**config.mk**
```make
export PLATFORM = sky130hd
export DESIGN_NAME = mqtt_frame_deframer_top
export DESIGN_NICKNAME = d
export VERILOG_FILES = /design/src/rtl/mfd_pkg.sv /design/src/rtl/mqtt_frame_deframer_top.sv /design/src/rtl/mfd_front.sv /design/src/rtl/mfd_queue.sv /design/src/rtl/mfd_back.sv
export SDC_FILE = /design/constraint.sdc
export NUM_CORES = 1
export LEC_CHECK = 0
export ABC_AREA = 1
export BUFFER_PORTS_ARGS = -buffer_cell sky130_fd_sc_hd__buf_4
export CAP_MARGIN = 5
export CORE_MARGIN = 4
export CORE_UTILIZATION = 63
export CTS_CLUSTER_DIAMETER = 150
export DETAILED_ROUTE_END_ITERATION = 10
export PLACE_DENSITY = 0.85
export SYNTH_ARGS = -nofsm -noshare
export SYNTH_HDL_FRONTEND = slang
export SYNTH_SLANG_ARGS = --single-unit
```
**constraint.sdc**
```tcl
create_clock -name i_clk -period 6.4 [get_ports i_clk]
set_input_delay 1.28 -clock i_clk [delete_from_list [all_inputs] [get_ports i_clk]]
set_output_delay 1.28 -clock i_clk [all_outputs]
set_load 0.02 [all_outputs]
```
**src/rtl/mfd_pkg.sv**
```systemverilog
package mfd_pkg;

    // Receive buffer size: header + length bytes + body must not exceed this
    localparam logic [29:0] FRAME_BUFFER_BYTES = 30'd1024;

    // Queue between the front and back parts
    localparam int unsigned QUEUE_DEPTH = 4;
    localparam int unsigned QUEUE_AW    = $clog2(QUEUE_DEPTH);

    // Parse phases
    localparam logic [1:0] PH_HEADER = 2'd0;
    localparam logic [1:0] PH_LENGTH = 2'd1;
    localparam logic [1:0] PH_BODY   = 2'd2;

    // Byte roles
    localparam logic [1:0] ROLE_HEADER  = 2'd0;
    localparam logic [1:0] ROLE_LENGTH  = 2'd1;
    localparam logic [1:0] ROLE_BODY    = 2'd2;
    localparam logic [1:0] ROLE_DISCARD = 2'd3;

    // Error codes
    localparam logic [1:0] ERR_NONE      = 2'd0;
    localparam logic [1:0] ERR_NONCANON  = 2'd1;
    localparam logic [1:0] ERR_OVERLONG  = 2'd2;
    localparam logic [1:0] ERR_TOO_LARGE = 2'd3;

    localparam logic [1:0] LEN_IDX_LAST = 2'd3;

    // A received byte after classification
    typedef struct packed {
        logic [7:0] data;
        logic       cont;      // continuation bit of a length byte
        logic       low_zero;  // low seven bits are all zero
    } t_cls;

endpackage

```
**src/rtl/mqtt_frame_deframer_top.sv**
```systemverilog
// MQTT frame deframer. Push one byte of the TCP stream per transaction; pop
// one result per byte, in order. Each result tags the byte as fixed header,
// length byte, body byte or discarded, passes the byte through, marks the
// byte that ends a frame (the last body byte, or the final length byte of an
// empty body), gives the decoded remaining length on the final length byte
// and on every body byte, and reports the error code. Errors (non-canonical
// zero final length byte, length over four bytes, frame larger than the
// 1024-byte receive buffer) are sticky until reset; every later byte comes
// back as discarded. Throughput is one byte per clock while pop keeps the
// output drained: the length decode is a 28-bit add and a 30-bit size
// compare in the back part. Each byte passes through the front register,
// then a queue entry, then the output register. A four-entry queue sits
// between the front and back parts, so the input keeps taking bytes while
// pop is held low, until the queue and the front register are full.
module mqtt_frame_deframer_top (
    input  logic        i_clk,
    input  logic        i_rst_n,
    // input byte transaction
    input  logic        push,
    output logic        full,
    input  logic [7:0]  i_rx_byte,
    // result transaction
    output logic        empty,
    input  logic        pop,
    output logic [1:0]  o_byte_role,
    output logic [7:0]  o_data_byte,
    output logic        o_frame_end,
    output logic [27:0] o_body_length,
    output logic [1:0]  o_error_code
);

    logic          q_push;
    logic          q_full;
    logic          q_pop;
    logic          q_empty;
    mfd_pkg::t_cls q_in_item;
    mfd_pkg::t_cls q_out_item;

    // Front: take the byte and classify its length-byte bits
    mfd_front u_front (
        .i_clk     (i_clk),
        .i_rst_n   (i_rst_n),
        .i_push    (push),
        .i_rx_byte (i_rx_byte),
        .o_full    (full),
        .o_q_push  (q_push),
        .o_q_item  (q_in_item),
        .i_q_full  (q_full)
    );

    // Decouple the two sides
    mfd_queue u_queue (
        .i_clk   (i_clk),
        .i_rst_n (i_rst_n),
        .i_push  (q_push),
        .i_item  (q_in_item),
        .o_full  (q_full),
        .i_pop   (q_pop),
        .o_item  (q_out_item),
        .o_empty (q_empty)
    );

    // Back: run the parse state and hold the result for the consumer
    mfd_back u_back (
        .i_clk         (i_clk),
        .i_rst_n       (i_rst_n),
        .i_item        (q_out_item),
        .i_q_empty     (q_empty),
        .o_q_pop       (q_pop),
        .i_pop         (pop),
        .o_empty       (empty),
        .o_byte_role   (o_byte_role),
        .o_data_byte   (o_data_byte),
        .o_frame_end   (o_frame_end),
        .o_body_length (o_body_length),
        .o_error_code  (o_error_code)
    );

endmodule

```
**src/rtl/mfd_front.sv**
```systemverilog
module mfd_front (
    input  logic          i_clk,
    input  logic          i_rst_n,
    input  logic          i_push,
    input  logic [7:0]    i_rx_byte,
    output logic          o_full,
    output logic          o_q_push,
    output mfd_pkg::t_cls o_q_item,
    input  logic          i_q_full
);

    logic          r_valid;
    logic          n_valid;
    mfd_pkg::t_cls r_item;
    logic          accept;

    // Hold the byte only while the queue refuses it
    assign o_full   = r_valid && i_q_full;
    assign accept   = i_push && !o_full;
    assign o_q_push = r_valid && !i_q_full;
    assign o_q_item = r_item;

    always_comb begin
        n_valid = r_valid;
        if (o_q_push) begin
            n_valid = 1'b0;
        end
        if (accept) begin
            n_valid = 1'b1;
        end
    end

    always_ff @(posedge i_clk) begin
        if (!i_rst_n) begin
            r_valid <= 1'b0;
        end else begin
            r_valid <= n_valid;
        end
    end

    always_ff @(posedge i_clk) begin
        if (accept) begin
            r_item.data     <= i_rx_byte;
            r_item.cont     <= i_rx_byte[7];
            r_item.low_zero <= (i_rx_byte[6:0] == 7'd0);
        end
    end

endmodule

```
**src/rtl/mfd_queue.sv**
```systemverilog
module mfd_queue (
    input  logic          i_clk,
    input  logic          i_rst_n,
    input  logic          i_push,
    input  mfd_pkg::t_cls i_item,
    output logic          o_full,
    input  logic          i_pop,
    output mfd_pkg::t_cls o_item,
    output logic          o_empty
);

    mfd_pkg::t_cls                  r_mem [mfd_pkg::QUEUE_DEPTH];
    logic [mfd_pkg::QUEUE_AW-1:0]   r_wr_ptr;
    logic [mfd_pkg::QUEUE_AW-1:0]   r_rd_ptr;
    logic [mfd_pkg::QUEUE_AW:0]     r_count;
    logic                           do_push;
    logic                           do_pop;

    assign o_full  = (r_count == (mfd_pkg::QUEUE_AW+1)'(mfd_pkg::QUEUE_DEPTH));
    assign o_empty = (r_count == '0);
    assign do_push = i_push && !o_full;
    assign do_pop  = i_pop && !o_empty;
    assign o_item  = r_mem[r_rd_ptr];

    always_ff @(posedge i_clk) begin
        if (!i_rst_n) begin
            r_wr_ptr <= '0;
            r_rd_ptr <= '0;
            r_count  <= '0;
        end else begin
            if (do_push) begin
                r_wr_ptr <= r_wr_ptr + 1'b1;
            end
            if (do_pop) begin
                r_rd_ptr <= r_rd_ptr + 1'b1;
            end
            if (do_push && !do_pop) begin
                r_count <= r_count + 1'b1;
            end else if (do_pop && !do_push) begin
                r_count <= r_count - 1'b1;
            end
        end
    end

    always_ff @(posedge i_clk) begin
        if (do_push) begin
            r_mem[r_wr_ptr] <= i_item;
        end
    end

endmodule

```
**src/rtl/mfd_back.sv**
```systemverilog
module mfd_back (
    input  logic          i_clk,
    input  logic          i_rst_n,
    input  mfd_pkg::t_cls i_item,
    input  logic          i_q_empty,
    output logic          o_q_pop,
    input  logic          i_pop,
    output logic          o_empty,
    output logic [1:0]    o_byte_role,
    output logic [7:0]    o_data_byte,
    output logic          o_frame_end,
    output logic [27:0]   o_body_length,
    output logic [1:0]    o_error_code
);

    logic [1:0]  r_phase,   n_phase;
    logic [27:0] r_acc,     n_acc;
    logic [1:0]  r_idx,     n_idx;
    logic [27:0] r_left,    n_left;
    logic [1:0]  r_err,     n_err;

    logic        r_out_valid;
    logic [1:0]  r_role,    n_role;
    logic [7:0]  r_data;
    logic        r_fend,    n_fend;
    logic [27:0] r_blen,    n_blen;

    logic [27:0] shifted;
    logic [27:0] acc_sum;
    logic [29:0] total;
    logic [27:0] left_dec;

    // Advance when the output register is free or being emptied
    assign o_q_pop = !i_q_empty && (!r_out_valid || i_pop);
    assign o_empty = !r_out_valid;

    always_comb begin
        case (r_idx)
            2'd0:    shifted = {21'd0, i_item.data[6:0]};
            2'd1:    shifted = {14'd0, i_item.data[6:0], 7'd0};
            2'd2:    shifted = {7'd0, i_item.data[6:0], 14'd0};
            default: shifted = {i_item.data[6:0], 21'd0};
        endcase
    end

    assign acc_sum  = r_acc + shifted;
    assign total    = {2'b00, acc_sum} + {28'd0, r_idx} + 30'd2;
    assign left_dec = r_left - 28'd1;

    always_comb begin
        n_phase = r_phase;
        n_acc   = r_acc;
        n_idx   = r_idx;
        n_left  = r_left;
        n_err   = r_err;
        n_role  = mfd_pkg::ROLE_HEADER;
        n_fend  = 1'b0;
        n_blen  = 28'd0;
        if (r_err != mfd_pkg::ERR_NONE) begin
            n_role = mfd_pkg::ROLE_DISCARD;
        end else begin
            case (r_phase)
                mfd_pkg::PH_LENGTH: begin
                    n_role = mfd_pkg::ROLE_LENGTH;
                    n_acc  = acc_sum;
                    if (!i_item.cont) begin
                        if ((r_idx != 2'd0) && i_item.low_zero) begin
                            n_err = mfd_pkg::ERR_NONCANON;
                        end else if (total > mfd_pkg::FRAME_BUFFER_BYTES) begin
                            n_err = mfd_pkg::ERR_TOO_LARGE;
                        end else begin
                            n_blen = acc_sum;
                            if (acc_sum == 28'd0) begin
                                n_fend  = 1'b1;
                                n_phase = mfd_pkg::PH_HEADER;
                            end else begin
                                n_left  = acc_sum;
                                n_phase = mfd_pkg::PH_BODY;
                            end
                        end
                    end else if (r_idx == mfd_pkg::LEN_IDX_LAST) begin
                        n_err = mfd_pkg::ERR_OVERLONG;
                    end else begin
                        n_idx = r_idx + 2'd1;
                    end
                end
                mfd_pkg::PH_BODY: begin
                    n_role = mfd_pkg::ROLE_BODY;
                    n_blen = r_acc;
                    n_left = left_dec;
                    if (left_dec == 28'd0) begin
                        n_fend  = 1'b1;
                        n_phase = mfd_pkg::PH_HEADER;
                    end
                end
                default: begin
                    // header, and the unused phase code behaves the same
                    n_role  = mfd_pkg::ROLE_HEADER;
                    n_phase = mfd_pkg::PH_LENGTH;
                    n_acc   = 28'd0;
                    n_idx   = 2'd0;
                    n_left  = 28'd0;
                end
            endcase
        end
    end

    always_ff @(posedge i_clk) begin
        if (!i_rst_n) begin
            r_phase     <= mfd_pkg::PH_HEADER;
            r_acc       <= 28'd0;
            r_idx       <= 2'd0;
            r_left      <= 28'd0;
            r_err       <= mfd_pkg::ERR_NONE;
            r_out_valid <= 1'b0;
        end else begin
            if (o_q_pop) begin
                r_phase     <= n_phase;
                r_acc       <= n_acc;
                r_idx       <= n_idx;
                r_left      <= n_left;
                r_err       <= n_err;
                r_out_valid <= 1'b1;
            end else if (i_pop) begin
                r_out_valid <= 1'b0;
            end
        end
    end

    always_ff @(posedge i_clk) begin
        if (o_q_pop) begin
            r_role <= n_role;
            r_data <= i_item.data;
            r_fend <= n_fend;
            r_blen <= n_blen;
        end
    end

    assign o_byte_role   = r_role;
    assign o_data_byte   = r_data;
    assign o_frame_end   = r_fend;
    assign o_body_length = r_blen;
    assign o_error_code  = r_err;

endmodule
```
## Word level (Yosys, flattened, before mapping)

Memory sizes are Yosys's and may differ from the RTL's. A register that Yosys moved wholly into a read port is not among the register bits.
Cells that the tools add are included.

| word-level totals | value |
|---|---|
| register bits | 120 |
| latch bits | 0 |
| memory bits (writable) | 40 |
| ROM bits | 0 |
| input bits | 12 |
| output and inout bits | 43 |
| logic and storage cells | 117 |
| memories kept | 1 |

Memories:

| memory | depth | width | rd ports | clocked after Yosys merged registers in | wr ports | line | text |
|---|---|---|---|---|---|---|---|
| u_queue.r_mem | 4 | 10 | 1 | 1 | 1 | mfd_queue.sv:12 | `mfd_pkg::t_cls r_mem [mfd_pkg::QUEUE_DEPTH];` |

| operators by class | value |
|---|---|
| add/subtract/negate cells | 9 |
| multiply operators | 0 |
| div/mod/pow operators | 0 |
| $lt $le $gt $ge | 1 |
| eq/ne operators | 14 |
| shifts and indexed selects | 0 |
| muxes and demuxes | 41 |
| bitwise operators | 2 |
| reduce and logical (&&, ||, !) cells | 32 |

Operator list:

| operator | count |
|---|---|
| 28-bit 2-to-1 mux | 7 |
| 28-bit one-hot mux with 2 select lines | 3 |
| 28-bit one-hot mux with 3 select lines | 1 |
| 28-bit zero test | 2 |
| 30-bit by 2-bit adder with 30-bit output, second input constant | 1 |
| 30-bit by 11-bit > comparator with 1-bit output, second input constant | 1 |
| 28-bit by 2-bit adder with 29-bit output | 1 |
| 28-bit adder | 1 |
| 28-bit by 1-bit subtractor with 28-bit output, second input constant | 1 |
| 2-bit 2-to-1 mux | 13 |
| 2-bit != test, second input constant | 6 |
| 2-bit one-hot mux with 2 select lines | 3 |
| 6-bit AND reduction | 2 |
| 1-bit 2-to-1 mux | 11 |
| 5-bit AND reduction | 2 |
| 2-bit nonzero test | 5 |
| 1-bit logical AND | 9 |
| 7-bit zero test | 1 |
| 2-bit by 1-bit adder with 2-bit output, second input constant | 3 |
| 2-bit == test, second input constant | 3 |
| 1-bit zero test | 6 |
| 3-bit 2-to-1 mux | 2 |
| 2-bit by 1-bit == test with 1-bit output, second input constant | 2 |
| 2-bit by 1-bit != test with 1-bit output, second input constant | 2 |
| 10 further kinds | 11 |

## Longest topological paths before layout

| logic depth | value |
|---|---|
| word-level depth | 10 |
| mapped depth | 39 |
| mapped depth without buffers | 37 |

## Cells and area by module

Synthesis repeated with hierarchy kept, for this count alone.

| unflattened totals | value |
|---|---|
| cells, all modules | 1591 |
| area, all modules | 11059.4 µm² |

By module, submodules not included:

| module | times used | cells an instance | area an instance (µm²) | sequential area each (µm²) |
|---|---|---|---|---|
| mfd_back | 1 | 1399 | 8714.6 | 2432.3 |
| mfd_queue | 1 | 167 | 1984.4 | 1381.3 |
| mfd_front | 1 | 25 | 360.3 | 290.3 |

## Least setup slack after synthesis

No wires, ideal clock.

| timing path | value |
|---|---|
| path type | input port to flip-flop |
| from | input port pop |
| to | register u_back.r_left[17] |
| setup time | 0.064 ns |
| arrival time | 4.988 ns |
| data required time | 6.336 ns |
| path slack | 1.348 ns |
| stages on the path | 9 |
| path buffers | 2 |
| path through | nor2_1 > a21oi_1 > o211ai_1 > or2_2 > inv_1 > buf_2 > clkbuf_1 > a21oi_1 > nor2_1 |

| on the way | value |
|---|---|
| word-level cells in the longest chain between the ends | 3 |

Ends and longest elaborated chain:

| element | line | text |
|---|---|---|
| start, declared | mqtt_frame_deframer_top.sv:24 | `input logic pop,` |
| 1-bit logical OR | mfd_back.sv:34 | `assign o_q_pop = !i_q_empty && (!r_out_valid \|\| i_pop);` |
| 1-bit logical AND | mfd_back.sv:34 |  |
| net q_pop | mqtt_frame_deframer_top.sv:34 | `logic q_pop;` |
| 6-bit AND reduction (no line) | n/a |  |
| end signal, assigned | mfd_back.sv:121 | `r_left <= n_left;` |
| end, declared | mfd_back.sv:19 | `logic [27:0] r_left, n_left;` |

The timed path passes the listed nets, and every way through them passes these cells.
A chain may end at the register's enable or synchronous reset.

==> metrics.md <==
| Metric | Value |
|---|---|
| Die ar. | `0.0209 mm²` |
| Met3 Use GR | `5.32%` |
| Seq pwr share | `between 20% and 30%` |
| CP dominant cell by count | `nand2_1` |
| Final Hold Fails | `0` |
| Unrepaired setup endpoints after global routing | `false` |
| Worst Hold Class | `register to register` |
| Number of global-route vias before repair | `11000` |
| Port Buffers | `54` |
| Util after Layout | `71.4%` |
| Sw Ratio | `about 52%` |
| Worst Setup Start Kind | `register` |
| Comb pwr share | `58.3%` |
| Yosys warning total | `0` |
| Multi-input logic area | `0.00677 mm²` |
| Synth Area in Adders | `5.20%` |
| Finish-stage setup viols | `0` |
| GP Congestion | `0.995` |
| Vias | `between 10000 and 15000` |
| #FFs+latches synth | `157` |
| CTS Hold Bufs | `0` |
| FP Rows | `49` |
| Via density | `5.86` |
| Clk Latency, worst-skew pair | `0.44 ns` |
| Yosys cell types | `50` |
| DRT iter0 DRCs | `1207` |
| Clock skew | `0.0124 ns` |
| Largest net degree at the start of global routing | `63` |
| Gate Count Post-Synth | `1765` |
| Synth Area in Compound Gates | `8.85%` |
| Peak VDD IR | `0.000466 V` |
| Number of remaining DRC errors | `0` |
| Clock group share of total power | `between 15 and 20%` |
| Initial core utilization | `64.7%` |
| CTS Root Cell | `clkbuf_16` |
| CTS Sinks | `157` |
| Crit path time final | `5.82 ns` |
| Setup TNS | `0 ns` |
| Relative slew margins | `26.0%` |
| Power density over the cells | `487 mW/mm²` |
| CTS max path bufs | `2` |
| Worst path slowest cell | `fa_1` |
| Synth-to-layout area growth | `10.4%` |
| Post-DP HPWL | `26600 µm` |
| Maxcap violations | `0` |
| Fmax | `between 150 and 200 MHz` |
| Max H-tree Level | `4` |
| Setup CP Type | `register to register` |
| Core area | `0.0181 mm²` |
| Layout cells sized above 1 | `12.3%` |
| Pint | `0.00302 W` |
| CP required | `6.64 ns` |
| Fill cells | `1509` |
| Worst Max-Slew Pin Slew | `1.11 ns` |
| Post-synthesis mux area share | `0%` |
| Total congestion overflow | `0` |
| Router iterations before antenna repair | `6` |
| Global routing usage on met1 | `44.6%` |
| Sw power | `0.00329 W` |
| Sequential share of the synthesized area | `33.9%` |
| Slowest stage delay, CP | `between 0.6 and 0.7 ns` |
| Main combinational cell family by area after synthesis | `simple AND/OR/NAND/NOR gates` |
| Worst Path Arrival | `6.06 ns` |
| Die span in x | `145 µm` |
| Die Y | `roughly 140 µm` |
| Syn Std Cell Area | `0.0117 mm²` |
| Diode count | `0` |
| Gr usage total | `34.2%` |
| Initial antenna violation count | `0` |
| Cell family with most CP delay | `simple AND/OR/NAND/NOR gates` |
| Total wire length | `35000 µm` |
| Final worst-path cycle share | `91.0%` |
| Xor/xnor share of the synthesized area | `2.09%` |
| Critical path buffers and inverters | `8` |
| Status | `completed` |
| Slew Viols, Final | `0` |
| Final ANT Viol Nets | `0` |
| Simple-gate share of the synthesized area | `41.3%` |
| Global routing's busiest layer | `met2` |
| Net Count, Synth | `around 1800` |
| Avg Inst Size Synth | `6.65 µm²` |
| First-pass GRT wire length | `55800 µm` |
| # nets final | `between 1500 and 2000` |
| M2 GR Usage | `57.4%` |
| Inserted Clock Buffers | `17` |
| Wire length per cell after detailed routing | `17.1 µm` |
| CTS tree | `built` |
| CP Max Fanout | `13` |
| Seq. cell area | `0.00398 mm²` |
| Crit. End Element | `register` |
| Leak pwr | `5.80 nW` |
| IO Pins | `55` |
| Clock-pin slew on the worst setup and hold paths | `0.07 ns` |
-- through the flow --
stage          instance area [µm²]  total power, W  worst slack, ns  hold slack (ns)  std cells
2_1_floorplan                11700         0.00417             1.35            0.436       1765
3_3_place_gp                 12300         0.00506            0.880            0.453       2013
3_5_place_dp                 12300         0.00513            0.710            0.470       2013
4_1_cts                      12900         0.00621            0.623            0.484       2045
5_1_grt                      13000         0.00675           0.0879            0.515       2047
6_report                     13000         0.00631            0.578            0.487       2047
-- path summary, 6_finish.rpt --
path | startpoint | endpoint | slack, ns | depth (start not counted)
setup / recovery | register | u_back.o_body_length[8]$_SDFFCE_PP0P_ | 0.58 | 35
hold / removal | u_back.o_error_code[0]$_SDFFE_PN0P_ | u_back.o_error_code[0]$_SDFFE_PN0P_ | 0.49 | 2
setup reg to reg | register | u_back.o_body_length[8]$_SDFFCE_PP0P_ | 0.58 | 35
hold reg to reg | u_back.o_error_code[0]$_SDFFE_PN0P_ | u_back.o_error_code[0]$_SDFFE_PN0P_ | 0.49 | 2
-- state kept, by name (all words and copies together), names as in the netlist, 3 cells and up, named ones only --
name                  flops
u_front.o_q_item          9
u_queue.r_mem            36
u_back.o_body_length     28
u_queue.r_count           3
u_back.r_acc             28
u_back.r_left            28
u_back.o_data_byte        8
-- routing by layer --
layer	part of all wire, %	vias to the layer above
met5	0	-
met4	3.4	0
met3	8.8	87
met2	48	597
met1	40	5495
li1	-	5813
-- cells in the mapped netlist (all sizes together) --
cell type,instances,area (µm²)
o21a,1,7.51
or3,1,6.26
edfxtp,84,2520
a211oi,2,15.0
fa,3,60.1
clkinv,6,22.5
o31ai,1,7.51
clkbuf,25,93.8
nand3b,3,22.5
buf,19,141
ha,44,551
nand2,581,2330
a21o,1,7.51
or4,1,7.51
nor4b,1,8.76
xnor2,6,52.6
o22ai,1,6.26
or2,4,25.0
nor3,16,80.1
o21ai,70,354
a21oi,108,548
nor2,268,1170
and3,1,6.26
o21bai,3,33.8
nand4,30,203
nor4,9,56.3
and2,3,18.8
a32oi,6,52.6
inv,202,758
dfxtp,73,1460
nand3,169,913
o211ai,1,7.51
xor2,22,193
-- cell type report --
type,instances,area share [%]
Inverter,208,6.05
Timing Repair Buffer,65,3.96
Clock inverter,15,1.55
Sequential cell,157,30.7
Tap cell,229,2.21
Multi-Input combinational cell,1356,52.2
Clock buffer,17,3.28
-- power groups by stage --
stage | Sequential, W | Combinational (W) | Clock, W
after floorplan | 0.00171 | 0.00246 | 0
after global placement | 0.00158 | 0.00348 | 0
after detailed placement | 0.00159 | 0.00354 | 0
after CTS | 0.00157 | 0.00358 | 0.00105
after global routing | 0.00161 | 0.00404 | 0.00110
final | 0.00158 | 0.00367 | 0.00105
-- worst reg2reg max path: cells and delay by family, from the launching register on --
kind | cells | cell delay, ns
AND/OR/NAND/NOR | 22 | 2.37
buffers and inverters | 8 | 1.18
adder cells (fa/ha/maj) | 2 | 1.10
AO/OA/AOI/OAI | 3 | 0.52
flip-flops | 1 | 0.46
-- repair_timing --
item | 4_1_cts | 5_1_grt
setup endpoints to repair | 0 | 6
setup buffers | 0 | 2
gates resized for setup | 0 | 2
-- logic make-up after synthesis --
| group | Yosys count |
|---|---|
| buffers and inverters | 252 |
| xor gates and xnor gates | 28 |
| DFF | 157 |
| AOI/OAI and AO/OA | 194 |
| adders and majority gates | 47 |
| and+or+nand+nor | 1087 |
-- placed cells by master, fill, tap and decap left out, drive strengths merged --
cell type,count
nand2,581
nor2,268
inv,211
nand3,169
a21oi,108
edfxtp,84
dfxtp,73
o21ai,70
buf,65
ha,44
nand4,30
xor2,22
clkbuf,17
nor3,16
clkinv,11
nor4,9
xnor2,6
a32oi,6
or2,4
and2,3
nand3b,3
fa,3
o21bai,3
a211oi,2
clkinvlp,1
or4,1
a21o,1
o31ai,1
o22ai,1
o211ai,1
or3,1
and3,1
nor4b,1
o21a,1
Power figures use the tool's default switching activity.
